File: src/rtl/fvnh_pkg.sv
// ----------------------------------------------------------------------------
// fvnh_pkg
// Shared types and constants of the fractal value noise height block.
// ----------------------------------------------------------------------------
`default_nettype none

package fvnh_pkg;

  localparam int FREQ_FRAC = 24;
  localparam int CORNER_W  = 24;
  localparam int HASH_W    = 53;
  localparam int MIX_W     = 40;
  localparam int OCT_W     = 4;
  localparam int CELL_LAT  = 8;
  localparam int DIV_STEP  = 6;

  localparam logic [31:0] HASH_X_MUL    = 32'd374761393;
  localparam logic [31:0] HASH_Z_MUL    = 32'd668265263;
  localparam logic [63:0] SEED_MUL      = 64'd1442695040888963407;
  localparam logic [63:0] OCT_SEED_STEP = 64'd1013904223;
  localparam logic [63:0] SEED_STEP_MUL = SEED_MUL * OCT_SEED_STEP;
  localparam logic [30:0] MIX_MUL       = 31'd1274126177;
  localparam logic [25:0] LACUNARITY    = 26'd34057748;

  localparam logic [31:0] BASE_FREQ_RST = 32'd16777216;
  localparam logic [31:0] GAIN_RST      = 32'd65536;

  localparam logic [1:0] REG_OCTAVES = 2'd0;
  localparam logic [1:0] REG_FREQ    = 2'd1;
  localparam logic [1:0] REG_SEED    = 2'd2;
  localparam logic [1:0] REG_GAIN    = 2'd3;

  typedef struct packed {
    logic               valid;
    logic signed [31:0] pos_x;
    logic signed [31:0] pos_z;
  } point_t;

endpackage

`default_nettype wire

File: src/rtl/fvnh_div.sv
// ----------------------------------------------------------------------------
// fvnh_div
// Pipelined restoring divider by a narrow divisor, a few quotient bits per
// stage.
// ----------------------------------------------------------------------------
`default_nettype none

module fvnh_div #(
  parameter int DVD_W = 41,
  parameter int DVS_W = 8
) (
  input  wire logic             clk,
  input  wire logic             rst_n,
  input  wire logic             in_vld,
  input  wire logic [DVD_W-1:0] dvd,
  input  wire logic [DVS_W-1:0] dvs,
  output logic                  out_vld,
  output logic [DVD_W-1:0]      quo
);
  import fvnh_pkg::*;

  localparam int STG   = (DVD_W + DIV_STEP - 1) / DIV_STEP;
  localparam int PAD_W = STG * DIV_STEP;

  logic             vld_r [STG];
  logic [PAD_W-1:0] num_r [STG];
  logic [PAD_W-1:0] quo_r [STG];
  logic [DVS_W-1:0] rem_r [STG];

  for (genvar s = 0; s < STG; s++) begin : g_stg
    logic             vin;
    logic [PAD_W-1:0] nin;
    logic [PAD_W-1:0] qin;
    logic [DVS_W-1:0] rin;
    logic [PAD_W-1:0] nm;
    logic [PAD_W-1:0] qv;
    logic [DVS_W-1:0] rv;
    logic [DVS_W:0]   rt;

    if (s == 0) begin : g_head
      assign vin = in_vld;
      assign nin = PAD_W'(dvd);
      assign qin = '0;
      assign rin = '0;
    end else begin : g_body
      assign vin = vld_r[s-1];
      assign nin = num_r[s-1];
      assign qin = quo_r[s-1];
      assign rin = rem_r[s-1];
    end

    always_comb begin
      nm = nin;
      qv = qin;
      rv = rin;
      rt = '0;
      for (int i = 0; i < DIV_STEP; i++) begin
        rt = {rv, nm[PAD_W-1]};
        nm = {nm[PAD_W-2:0], 1'b0};
        if (rt >= {1'b0, dvs}) begin
          rt = rt - {1'b0, dvs};
          qv = {qv[PAD_W-2:0], 1'b1};
        end else begin
          qv = {qv[PAD_W-2:0], 1'b0};
        end
        rv = rt[DVS_W-1:0];
      end
    end

    always_ff @(posedge clk) begin
      if (!rst_n) begin
        vld_r[s] <= 1'b0;
      end else begin
        vld_r[s] <= vin;
      end
    end

    always_ff @(posedge clk) begin
      num_r[s] <= nm;
      quo_r[s] <= qv;
      rem_r[s] <= rv;
    end
  end

  assign out_vld = vld_r[STG-1];
  assign quo     = quo_r[STG-1][DVD_W-1:0];

  a_rem_range: assert property (@(posedge clk) disable iff (!rst_n)
    (vld_r[STG-1] && (dvs != '0)) |-> (rem_r[STG-1] < dvs))
    else $error("divider remainder not below divisor");

endmodule

`default_nettype wire

File: config.mk
export PLATFORM = sky130hd
export DESIGN_NAME = fvnh_div
export DESIGN_NICKNAME = d
export VERILOG_FILES = /design/src/rtl/fvnh_pkg.sv /design/src/rtl/fvnh_div.sv
export SDC_FILE = /design/constraint.sdc
export NUM_CORES = 1
export LEC_CHECK = 0
export ABC_CLOCK_PERIOD_IN_PS = 27100
export BUFFER_PORTS_ARGS = -buffer_cell sky130_fd_sc_hd__buf_2
export CAP_MARGIN = 20
export CORE_ASPECT_RATIO = 2
export CORE_MARGIN = 4
export CORE_UTILIZATION = 68
export CTS_CLUSTER_DIAMETER = 120
export DETAILED_ROUTE_END_ITERATION = 12
export HOLD_SLACK_MARGIN = 0.06
export PLACE_DENSITY = 0.89
export SYNTH_ARGS = -nofsm -noshare
export SYNTH_HDL_FRONTEND = slang
export SYNTH_SLANG_ARGS = --single-unit
export TNS_END_PERCENT = 30
File: constraint.sdc
create_clock -name clk -period 27.1 [get_ports clk]
set_input_delay 5.42 -clock clk [delete_from_list [all_inputs] [get_ports clk]]
set_output_delay 5.42 -clock clk [all_outputs]
set_load 0.01 [all_outputs]
==> flow_metrics.env <==
export IMPL_r2r_end="rem_r[2][1]"
export IMPL_vias=21602
export IMPL_relSlewSlack=0.323
export IMPL_yosys_area_top_type="dfxtp_1"
export IMPL_grt_busiest_layer="met2"
export IMPL_synth_area_leaders="dfxtp_1 (28%), ha_1 (17%), mux2_2 (5.0%), xnor2_1 (4.7%), a21oi_1 (3.6%)"
export IMPL_worst_pin_slew_ns=1.00
export IMPL_cts_hold_fix_buffers=0
export IMPL_die_w_um=142
export IMPL_synth_edff_count=0
export IMPL_worstHoldStart="num_r[3][18]"
export IMPL_hold_slack_ns=0.323
export IMPL_syn_mean_instance_area_um2=9.00
export IMPL_grt_max_degree=33
export IMPL_fmax_ghz=0.0499
export IMPL_routed_wl_um=67100
export IMPL_postCtsSetupRepairBufs=0
export IMPL_ys_seq_area_frac=0.281
export IMPL_ys_ff_latch=342
export IMPL_synthCells=2705
export IMPL_slew_viol_final=0
export IMPL_antenna_cells=0
export IMPL_rows=97
export IMPL_coreArea_um2=35200
export IMPL_hp_class="register to register"
export IMPL_grtUsageMet3=0.0532
export IMPL_drt_pre_antenna_iters=5
export IMPL_cts_root_buffer="clkbuf_16"
export IMPL_r2r_start="rem_r[1][0]"
export IMPL_numCtsBuffers=30
export IMPL_hold_path_endpoint="num_r[4][24]"
export IMPL_cp_required_ns=27.58
export IMPL_final_antenna_net_count=0
export IMPL_antenna_found_initial=0
export IMPL_grt_pass1_wl_um=108000
export IMPL_syn_area_um2=24300
export IMPL_use_met2=0.631
export IMPL_ff2ff_setup_slack_ns=12.46
export IMPL_tritoncts="done"
export IMPL_cp_data_arrival_time_ns=20.51
export IMPL_drt_drc_violations_left=0
export IMPL_clk_pin_slew_ns=0.08
export IMPL_htree_levels=1
export IMPL_worst_path_max_delay_cell="a221oi_4"
export IMPL_drive_above_1_share=0.122
export IMPL_grt_setup_unrepaired="false"
export IMPL_min_period_over_period=0.739
export IMPL_grtUsageTotal=0.340
export IMPL_via_per_inst=6.55
export IMPL_tns_ns=0
export IMPL_reg2regPathDepth=60
export IMPL_path_class="input port to register"
export IMPL_setup_violations=0
export IMPL_worstSkewPairLatency_ns=0.61
export IMPL_placed_area_um2=25400
export IMPL_io_pins=94
export IMPL_gp_congestion=1.04
export IMPL_fin_ws_ns=7.08
export IMPL_die_h_um=276
export IMPL_grt_pass1_vias=22874
export IMPL_hold_viol=0
export IMPL_status="completed"
export IMPL_start_kind="input port"
export IMPL_pre_cts_slack_ns=6.50
export IMPL_die_area_um2=39100
export IMPL_path_delay_family="compound AO/OA/AOI/OAI gates"
export IMPL_yosysUniqueCellTypes=93
export IMPL_synth_warnings=0
export IMPL_start_util=0.692
export IMPL_finalInstanceArea_um2=26600
export IMPL_worst_path_max_fanout=23
export IMPL_cts_sink_count=342
export IMPL_cts_resized=0
export IMPL_drt_wirelength_per_cell_um=20.4
export IMPL_grt_overflow_total=0
export IMPL_cp_end_kind="register"
export IMPL_path_buf_inv=10
export IMPL_io_buffers=93
export IMPL_finClkSkew_ns=0.0181
export IMPL_fin_nets=3248
export IMPL_min_period_ns=20.02
export IMPL_syn_to_final_growth_pct=9.15
export IMPL_drt_iter0_markers=1281
export IMPL_clock_path_buffers=3
export IMPL_synth_top_area_share=0.281
export IMPL_synthArstFlopShare=0
export IMPL_grt_use_met1=0.314
export IMPL_hpwl_um=49900
export IMPL_holdPathStages=0
export IMPL_cp_depth=58
export IMPL_cpPeakStageDelay_ns=0.63
export IMPL_synth_ff_type="dfxtp_1"
export IMPL_maxCapViolations=0
-- per-stage QoR --
stage               cells   util
floorplan            2707      -
global placement     3238  0.722
detailed placement   3238  0.722
CTS                  3294  0.755
global route         3296  0.755
finish               3296  0.755
-- synth_stat cells (34+ instances only) --
| cell | count |
|---|---|
| nand2_1 | 153 |
| a21oi_1 | 177 |
| xor2_1 | 55 |
| nor2b_1 | 64 |
| mux2i_1 | 53 |
| mux2_2 | 107 |
| nor2_1 | 160 |
| o21ai_0 | 143 |
| xnor2_1 | 132 |
| nand4_1 | 34 |
| o21a_1 | 39 |
| ha_1 | 329 |
| nor3_1 | 53 |
| inv_1 | 211 |
| dfxtp_1 | 342 |
| a21o_1 | 78 |
| nand2b_1 | 52 |
| fa_1 | 40 |
| nand3_1 | 66 |
-- worst register-to-register path: cells and delay by family, from the launching register on --
| kind | cells | cell delay (ns) |
|---|---|---|
| DFF | 1 | 0.43 |
| adders and majority gates | 6 | 1.70 |
| and+or+nand+nor | 17 | 3.66 |
| AOI/OAI and AO/OA | 31 | 7.96 |
| buffers and inverters | 6 | 0.75 |
-- layer usage --
| metal | share of wire | vias to the layer above | routed length, um |
|---|---|---|---|
| li1 | - | 10006 | - |
| met4 | 0.10 | 0 | 6730 |
| met2 | 0.52 | 1003 | 34900 |
| met3 | 0.056 | 532 | 3740 |
| met1 | 0.32 | 10061 | 21800 |
| met5 | 0 | - | 0 |
-- worst max-delay path by stage --
stage                     startpoint           to  slack, ns
after floorplan               dvs[1]  rem_r[4][6]       8.12
after global placement        dvs[1]  rem_r[4][7]       7.09
after detailed placement      dvs[1]  rem_r[4][6]       6.50
after CTS                     dvs[1]  rem_r[4][6]       6.90
after global routing          dvs[1]  rem_r[4][6]       6.03
final                         dvs[1]  rem_r[4][6]       7.08
-- sequential cells by signal, indices dropped and copies added, names as in the netlist --
name,cells
vld_r,7
num_r,126
quo_r,161
rem_r,48
-- cell usage in the layout (no fill, tap or decap), types with 25 or more instances in the layout --
cell       instances
fa_1              40
nor2b_1           64
inv_1            204
buf_2             94
nor3_1            53
buf_4             25
nand2_1          153
nand4_1           34
xnor2_1          132
xor2_1            55
nand3_1           66
a21oi_1          177
o21a_1            39
a21o_1            78
o21bai_1          27
nand2b_1          52
nor2_1           160
clkbuf_16         31
dfxtp_1          342
mux2i_1           53
mux2_2           107
o21ai_0          143
ha_1             329
-- kinds of logic after synthesis --
kind of cell,synth area share
compound gates,0.188
xor+xnor,0.0673
fa+ha+maj,0.202
buf+inv,0.0396
flops,0.281
mux,0.0725
other cells,0.000154
simple gates,0.149
-- area by class of cell --
type,instances,area (um^2)
multi-input cells,2117,16500
well taps,445,557
repair buffers,119,658
inverters,217,815
flip-flops and latches,342,6850
clock buffers,31,776
fillers,2463,8630
clock inverters,25,373
Power is not shown: default switching activity piles up to over one toggle a cycle in this logic, so the estimate is an artifact.
