[src/rtl/fvnh_pkg.sv]
// ----------------------------------------------------------------------------
// fvnh_pkg
// Shared types and constants of the fractal value noise height block.
// ----------------------------------------------------------------------------
`default_nettype none

package fvnh_pkg;

  localparam int FREQ_FRAC = 24;
  localparam int CORNER_W  = 24;
  localparam int HASH_W    = 53;
  localparam int MIX_W     = 40;
  localparam int OCT_W     = 4;
  localparam int CELL_LAT  = 8;
  localparam int DIV_STEP  = 6;

  localparam logic [31:0] HASH_X_MUL    = 32'd374761393;
  localparam logic [31:0] HASH_Z_MUL    = 32'd668265263;
  localparam logic [63:0] SEED_MUL      = 64'd1442695040888963407;
  localparam logic [63:0] OCT_SEED_STEP = 64'd1013904223;
  localparam logic [63:0] SEED_STEP_MUL = SEED_MUL * OCT_SEED_STEP;
  localparam logic [30:0] MIX_MUL       = 31'd1274126177;
  localparam logic [25:0] LACUNARITY    = 26'd34057748;

  localparam logic [31:0] BASE_FREQ_RST = 32'd16777216;
  localparam logic [31:0] GAIN_RST      = 32'd65536;

  localparam logic [1:0] REG_OCTAVES = 2'd0;
  localparam logic [1:0] REG_FREQ    = 2'd1;
  localparam logic [1:0] REG_SEED    = 2'd2;
  localparam logic [1:0] REG_GAIN    = 2'd3;

  typedef struct packed {
    logic               valid;
    logic signed [31:0] pos_x;
    logic signed [31:0] pos_z;
  } point_t;

endpackage

`default_nettype wire

[src/rtl/fvnh_cfg.sv]
// ----------------------------------------------------------------------------
// fvnh_cfg
// Configuration registers and the per-octave frequency and seed tables,
// refilled by a short sequence after reset and after every write.
// ----------------------------------------------------------------------------
`default_nettype none

module fvnh_cfg #(
  parameter int MAX_OCTAVES = 8
) (
  input  wire logic                       clk,
  input  wire logic                       rst_n,
  input  wire logic                       cfg_valid,
  output logic                            cfg_ready,
  input  wire logic [1:0]                 cfg_index,
  input  wire logic [63:0]                cfg_data,
  output logic                            busy,
  output logic [fvnh_pkg::OCT_W-1:0]      octaves,
  output logic [31:0]                     gain,
  output logic [31:0]                     freq_tab [MAX_OCTAVES],
  output logic [fvnh_pkg::HASH_W-1:0]     smul_tab [MAX_OCTAVES]
);
  import fvnh_pkg::*;

  localparam int LAST = 4 + MAX_OCTAVES;
  localparam int SW   = $clog2(LAST + 1);
  localparam int IW   = (MAX_OCTAVES > 1) ? $clog2(MAX_OCTAVES) : 1;

  localparam logic [SW-1:0] STEP_IDLE = SW'(0);
  localparam logic [SW-1:0] STEP_LO   = SW'(1);
  localparam logic [SW-1:0] STEP_X1   = SW'(2);
  localparam logic [SW-1:0] STEP_SUM  = SW'(4);
  localparam logic [SW-1:0] STEP_FILL = SW'(5);
  localparam logic [SW-1:0] STEP_LAST = SW'(LAST);

  logic [OCT_W-1:0]  oct_r;
  logic [31:0]       freq_r;
  logic [63:0]       seed_r;
  logic [31:0]       gain_r;
  logic [SW-1:0]     step_r;
  logic [63:0]       pp0_r;
  logic [31:0]       pp1_r;
  logic [31:0]       pp2_r;
  logic [31:0]       cur_f_r;
  logic [63:0]       cur_s_r;
  logic [31:0]       freq_tab_r [MAX_OCTAVES];
  logic [HASH_W-1:0] smul_tab_r [MAX_OCTAVES];

  logic [31:0] mul_a;
  logic [31:0] mul_b;
  logic [63:0] mul_p;
  logic [57:0] f_prod;
  logic [31:0] f_nxt;
  logic [IW-1:0] fill_idx;
  logic [SW-1:0] fill_ofs;

  // shared multiplier for the seed product, low half and cross terms
  always_comb begin
    case (step_r)
      STEP_LO: begin
        mul_a = seed_r[31:0];
        mul_b = SEED_MUL[31:0];
      end
      STEP_X1: begin
        mul_a = seed_r[31:0];
        mul_b = SEED_MUL[63:32];
      end
      default: begin
        mul_a = seed_r[63:32];
        mul_b = SEED_MUL[31:0];
      end
    endcase
    mul_p    = 64'(mul_a) * 64'(mul_b);
    f_prod   = 58'(cur_f_r) * 58'(LACUNARITY);
    f_nxt    = (|f_prod[57:56]) ? 32'hFFFF_FFFF : f_prod[55:24];
    fill_ofs = step_r - STEP_FILL;
    fill_idx = fill_ofs[IW-1:0];
  end

  always_ff @(posedge clk) begin
    if (!rst_n) begin
      oct_r  <= '0;
      freq_r <= BASE_FREQ_RST;
      seed_r <= '0;
      gain_r <= GAIN_RST;
      step_r <= STEP_LO;
    end else begin
      if (cfg_valid) begin
        case (cfg_index)
          REG_OCTAVES: oct_r  <= cfg_data[OCT_W-1:0];
          REG_FREQ:    freq_r <= cfg_data[31:0];
          REG_SEED:    seed_r <= cfg_data;
          REG_GAIN:    gain_r <= cfg_data[31:0];
          default: begin
          end
        endcase
        step_r <= STEP_LO;
      end else if (step_r != STEP_IDLE) begin
        step_r <= (step_r == STEP_LAST) ? STEP_IDLE : step_r + SW'(1);
      end
    end
  end

  always_ff @(posedge clk) begin
    case (step_r)
      STEP_LO: begin
        pp0_r   <= mul_p;
        cur_f_r <= freq_r;
      end
      STEP_X1: pp1_r <= mul_p[31:0];
      STEP_SUM: cur_s_r <= pp0_r + {pp1_r + pp2_r, 32'd0};
      STEP_IDLE: begin
      end
      default: begin
        if (step_r >= STEP_FILL) begin
          freq_tab_r[fill_idx] <= cur_f_r;
          smul_tab_r[fill_idx] <= cur_s_r[HASH_W-1:0];
          cur_f_r              <= f_nxt;
          cur_s_r              <= cur_s_r + SEED_STEP_MUL;
        end else begin
          pp2_r <= mul_p[31:0];
        end
      end
    endcase
  end

  assign cfg_ready = 1'b1;
  assign busy      = (step_r != STEP_IDLE);
  assign octaves   = oct_r;
  assign gain      = gain_r;
  assign freq_tab  = freq_tab_r;
  assign smul_tab  = smul_tab_r;

  a_write_refill: assert property (@(posedge clk) disable iff (!rst_n)
    (cfg_valid && cfg_ready) |=> busy)
    else $error("table refill not started after config write");

endmodule

`default_nettype wire

[config.mk]
export PLATFORM = sky130hd
export DESIGN_NAME = fvnh_cfg
export DESIGN_NICKNAME = d
export VERILOG_FILES = /design/src/rtl/fvnh_pkg.sv /design/src/rtl/fvnh_cfg.sv
export SDC_FILE = /design/constraint.sdc
export NUM_CORES = 2
export LEC_CHECK = 0
export BUFFER_PORTS_ARGS = -buffer_cell sky130_fd_sc_hd__buf_4
export CORE_MARGIN = 1
export CORE_UTILIZATION = 39
export DETAILED_ROUTE_END_ITERATION = 16
export GPL_TIMING_DRIVEN = 0
export SKIP_CTS_REPAIR_TIMING = 1
export SYNTH_ARGS = -nofsm -noshare
export SYNTH_HDL_FRONTEND = slang
export SYNTH_SLANG_ARGS = --single-unit
[constraint.sdc]
create_clock -name clk -period 17.27 [get_ports clk]
set_input_delay 0.8635 -clock clk [delete_from_list [all_inputs] [get_ports clk]]
set_output_delay 0.8635 -clock clk [all_outputs]
set_load 0.005 [all_outputs]
==> flow_summary_export.csv <==
group,metric,value,unit
setup_path,critical_path.max_stage_delay,0.92,ns
setup_path,critPathCapture,"pp0_r[51]$_DFFE_PP_",
final_layout,layout_common_cells,"1237 x inv_1, 868 x fa_1, 860 x edfxtp_1",
setup_path,r2r-start,"step_r[1]$_SDFFE_PP0N_",
clock_tree,cts_made_buffers,99,
final_layout,syn2layout_area_growth,18.85,%
setup_path,reg2reg_to,"pp0_r[51]$_DFFE_PP_",
detailed_routing,wl,204400,µm
yosys,yosysUniqueCellTypes,79,
yosys,ys_warn_count,0,
detailed_routing,viasPerCell,4.929,
floorplanning,die-area,178000,µm²
final_layout,drive_gt1_share,15.65,%
final_layout,fill_cells,15686,
setup_path,r2r_slack,3.87,ns
setup_path,worst-path-max-fanout,26,
setup_path,path_buf_inv,11,
timing,timing_hold_violations_final,0,
placed_design,hpwl,169100,µm
clock_tree,cts_sinks,996,
timing,fin_crit,13.40,ns
setup_path,critPathArrivalTime,13.75,ns
placed_design,io_buffers,784,
global_routing,antenna_found_initial,6,
job,max_cap_violations,0,
setup_path,worstSetupPathType,"flip-flop to flip-flop",
yosys,syn_area,68760,µm²
final_layout,finalNetCount,8031,
setup_path,startpoint,"step_r[1]$_SDFFE_PP0N_",
clock_tree,cts.clk_slew.worst_paths,0.06,ns
worst_hold_path,hold_path_class,"input port to flip-flop",
clock_tree,h-tree-depth,3,
global_routing,grt_pass1_vias,45902,
setup_path,r2r_cells,34,
clock_tree,clk_path_buf_depth,3,
timing,skew,0.03851,ns
setup_path,end_kind,"flip-flop",
timing,relSlewSlack,5.460,%
clock_tree,tritoncts,"yes",
detailed_routing,via_count,43724,
global_routing,grt_first_pass_wirelength,304000,µm
yosys,syn_area_per_cell,12.41,µm²
timing,finalSetupViolCount,0,
floorplanning,rows,153,
run_status,outcome,"finished clean",
setup_path,critPathRequiredTime,17.62,ns
setup_path,critPathTopFamily,"adder cells",
global_routing,grt_overflow,0,
yosys,synth_edf_count,860,
final_layout,final_common_cell,"inv_1",
floorplanning,fp.dieH,421.9,µm
clock_tree,insertion_delay,0.74,ns
floorplanning,die-width,421.9,µm
global_routing,grt_max_degree,42,
timing,hold_ws,0.4066,ns
detailed_routing,drc,0,
detailed_routing,wl_per_cell,23.04,µm
yosys,synth_seq_cells,996,
global_routing,grt_use_total,23.12,%
floorplanning,ios,787,
placed_design,gp_congestion,0.9580,
timing,rsz0062_at_grt,"false",
floorplanning,start_util,39.43,%
yosys,synthCells,5539,
detailed_routing,antenna_left,0,
timing,slew_violations,0,
yosys,seq_area_frac_synth,41.52,%
timing,worst_pin_slew,1.413,ns
detailed_routing,drt-initial-drc-count,2996,
timing,setup_tns,0,ns
yosys,ys_async_sr_fraction,0,%
yosys,synth_nets,7100,
setup_path,cp_slowest_cell,"mux2i_1",
clock_tree,cts_root_buffer,"clkbuf_16",
yosys,ys.flop_type,"edfxtp_1",
detailed_routing,first_pass_iters,6,
timing,fmax,74.60,MHz
setup_path,critical_path_depth,34,
timing,post-route-period-util,77.62,%
floorplanning,core_area,174400,µm²
setup_path,startpoint_type,"flip-flop",
==> cells by family after synthesis <==
group                      share of synthesized area [%]
muxes                                             0.6096
buffers and inverters                              7.366
AOI/OAI and AO/OA                                  5.836
xor gates and xnor gates                           2.695
DFF                                                41.52
other                                            0.01092
and+or+nand+nor                                    5.326
adders and majority gates                          36.64
==> how the worst min path moves through the flow <==
stage	from	to	depth (start not counted)
6_report	cfg_data[55]	seed_r[55]$_SDFFE_PN0P_	3
5_1_grt	cfg_data[55]	seed_r[55]$_SDFFE_PN0P_	3
4_1_cts	cfg_data[63]	seed_r[63]$_SDFFE_PN0P_	3
3_5_place_dp	seed_r[56]$_SDFFE_PN0P_	seed_r[56]$_SDFFE_PN0P_	2
3_3_place_gp	gain[9]$_SDFFE_PN0P_	gain[9]$_SDFFE_PN0P_	2
2_1_floorplan	seed_r[36]$_SDFFE_PN0P_	seed_r[36]$_SDFFE_PN0P_	2
==> per-layer routing <==
| metal | track usage [%] | up-vias | share of wire [%] |
|---|---|---|---|
| li1 | - | 19794 | - |
| met1 | 30.61 | 22308 | 42 |
| met2 | 40.02 | 1356 | 50 |
| met3 | 2.674 | 266 | 5.4 |
| met4 | 6.261 | 0 | 2.5 |
| met5 | 0 | - | 0 |
==> cells in the mapped netlist, types with 14 or more instances <==
cell	instances	area, µm²
mux2i_1	34	340.3
nand3_1	43	215.2
a21o_1	56	420.4
o21a_1	14	105.1
clkbuf_1	95	356.6
a211oi_1	14	105.1
inv_1	1239	4651
o21ai_0	85	425.4
xor2_1	69	604.3
and3_1	50	312.8
o22a_1	31	271.5
a21boi_0	130	975.9
o21bai_1	14	105.1
ha_1	624	7807
xnor2_1	140	1226
nand2b_1	24	150.1
nor3_1	26	130.1
fa_1	868	17380
edfxtp_1	860	25820
a21oi_1	189	945.9
nor2_1	174	653.1
nand2_1	439	1648
dfxtp_1	136	2723
nor2b_1	25	156.4
==> state kept, by name, indices dropped and copies added (netlist names) <==
name and cells:
step_r 4, pp0_r 53, cur_f_r 32, cur_s_r 53, pp2_r 21, smul_tab 424, freq_tab 256, freq_r 32
octaves 4, seed_r 64, gain 32, pp1_r 21
==> worst min-delay path, delay by kind of cell <==
family / cells / cell delay [ns]
buffers and inverters: 1 / 0.11
and+or+nand+nor: 1 / 0.04
AOI/OAI and AO/OA: 1 / 0.07
==> per-stage QoR <==
step	utilization [%]	setup slack, ns	cell area, µm²	instances
floorplan	-	6.896	68760	5539
global placement	44.47	2.711	77560	8648
detailed placement	44.93	4.181	78350	8694
CTS	46.86	4.079	81720	8869
global route	46.86	3.459	81720	8871
finish	46.86	3.866	81720	8871
==> layout make-up <==
class	instances	area [µm²]	area share [%]
Inverter	1239	4651	5.691
Clock inverter	59	812.0	0.9937
Clock buffer	116	2551	3.122
Tap cell	2325	2909	3.560
Buffer	108	415.4	0.5083
Sequential cell	996	28550	34.93
Antenna cell	2	5.005	0.006124
Timing Repair Buffer	830	6609	8.087
Multi-Input combinational cell	3196	35220	43.10
Power is left out: the tool's default activity adds up to more than one toggle a clock period on the data nets, which glitch-free logic cannot reach.
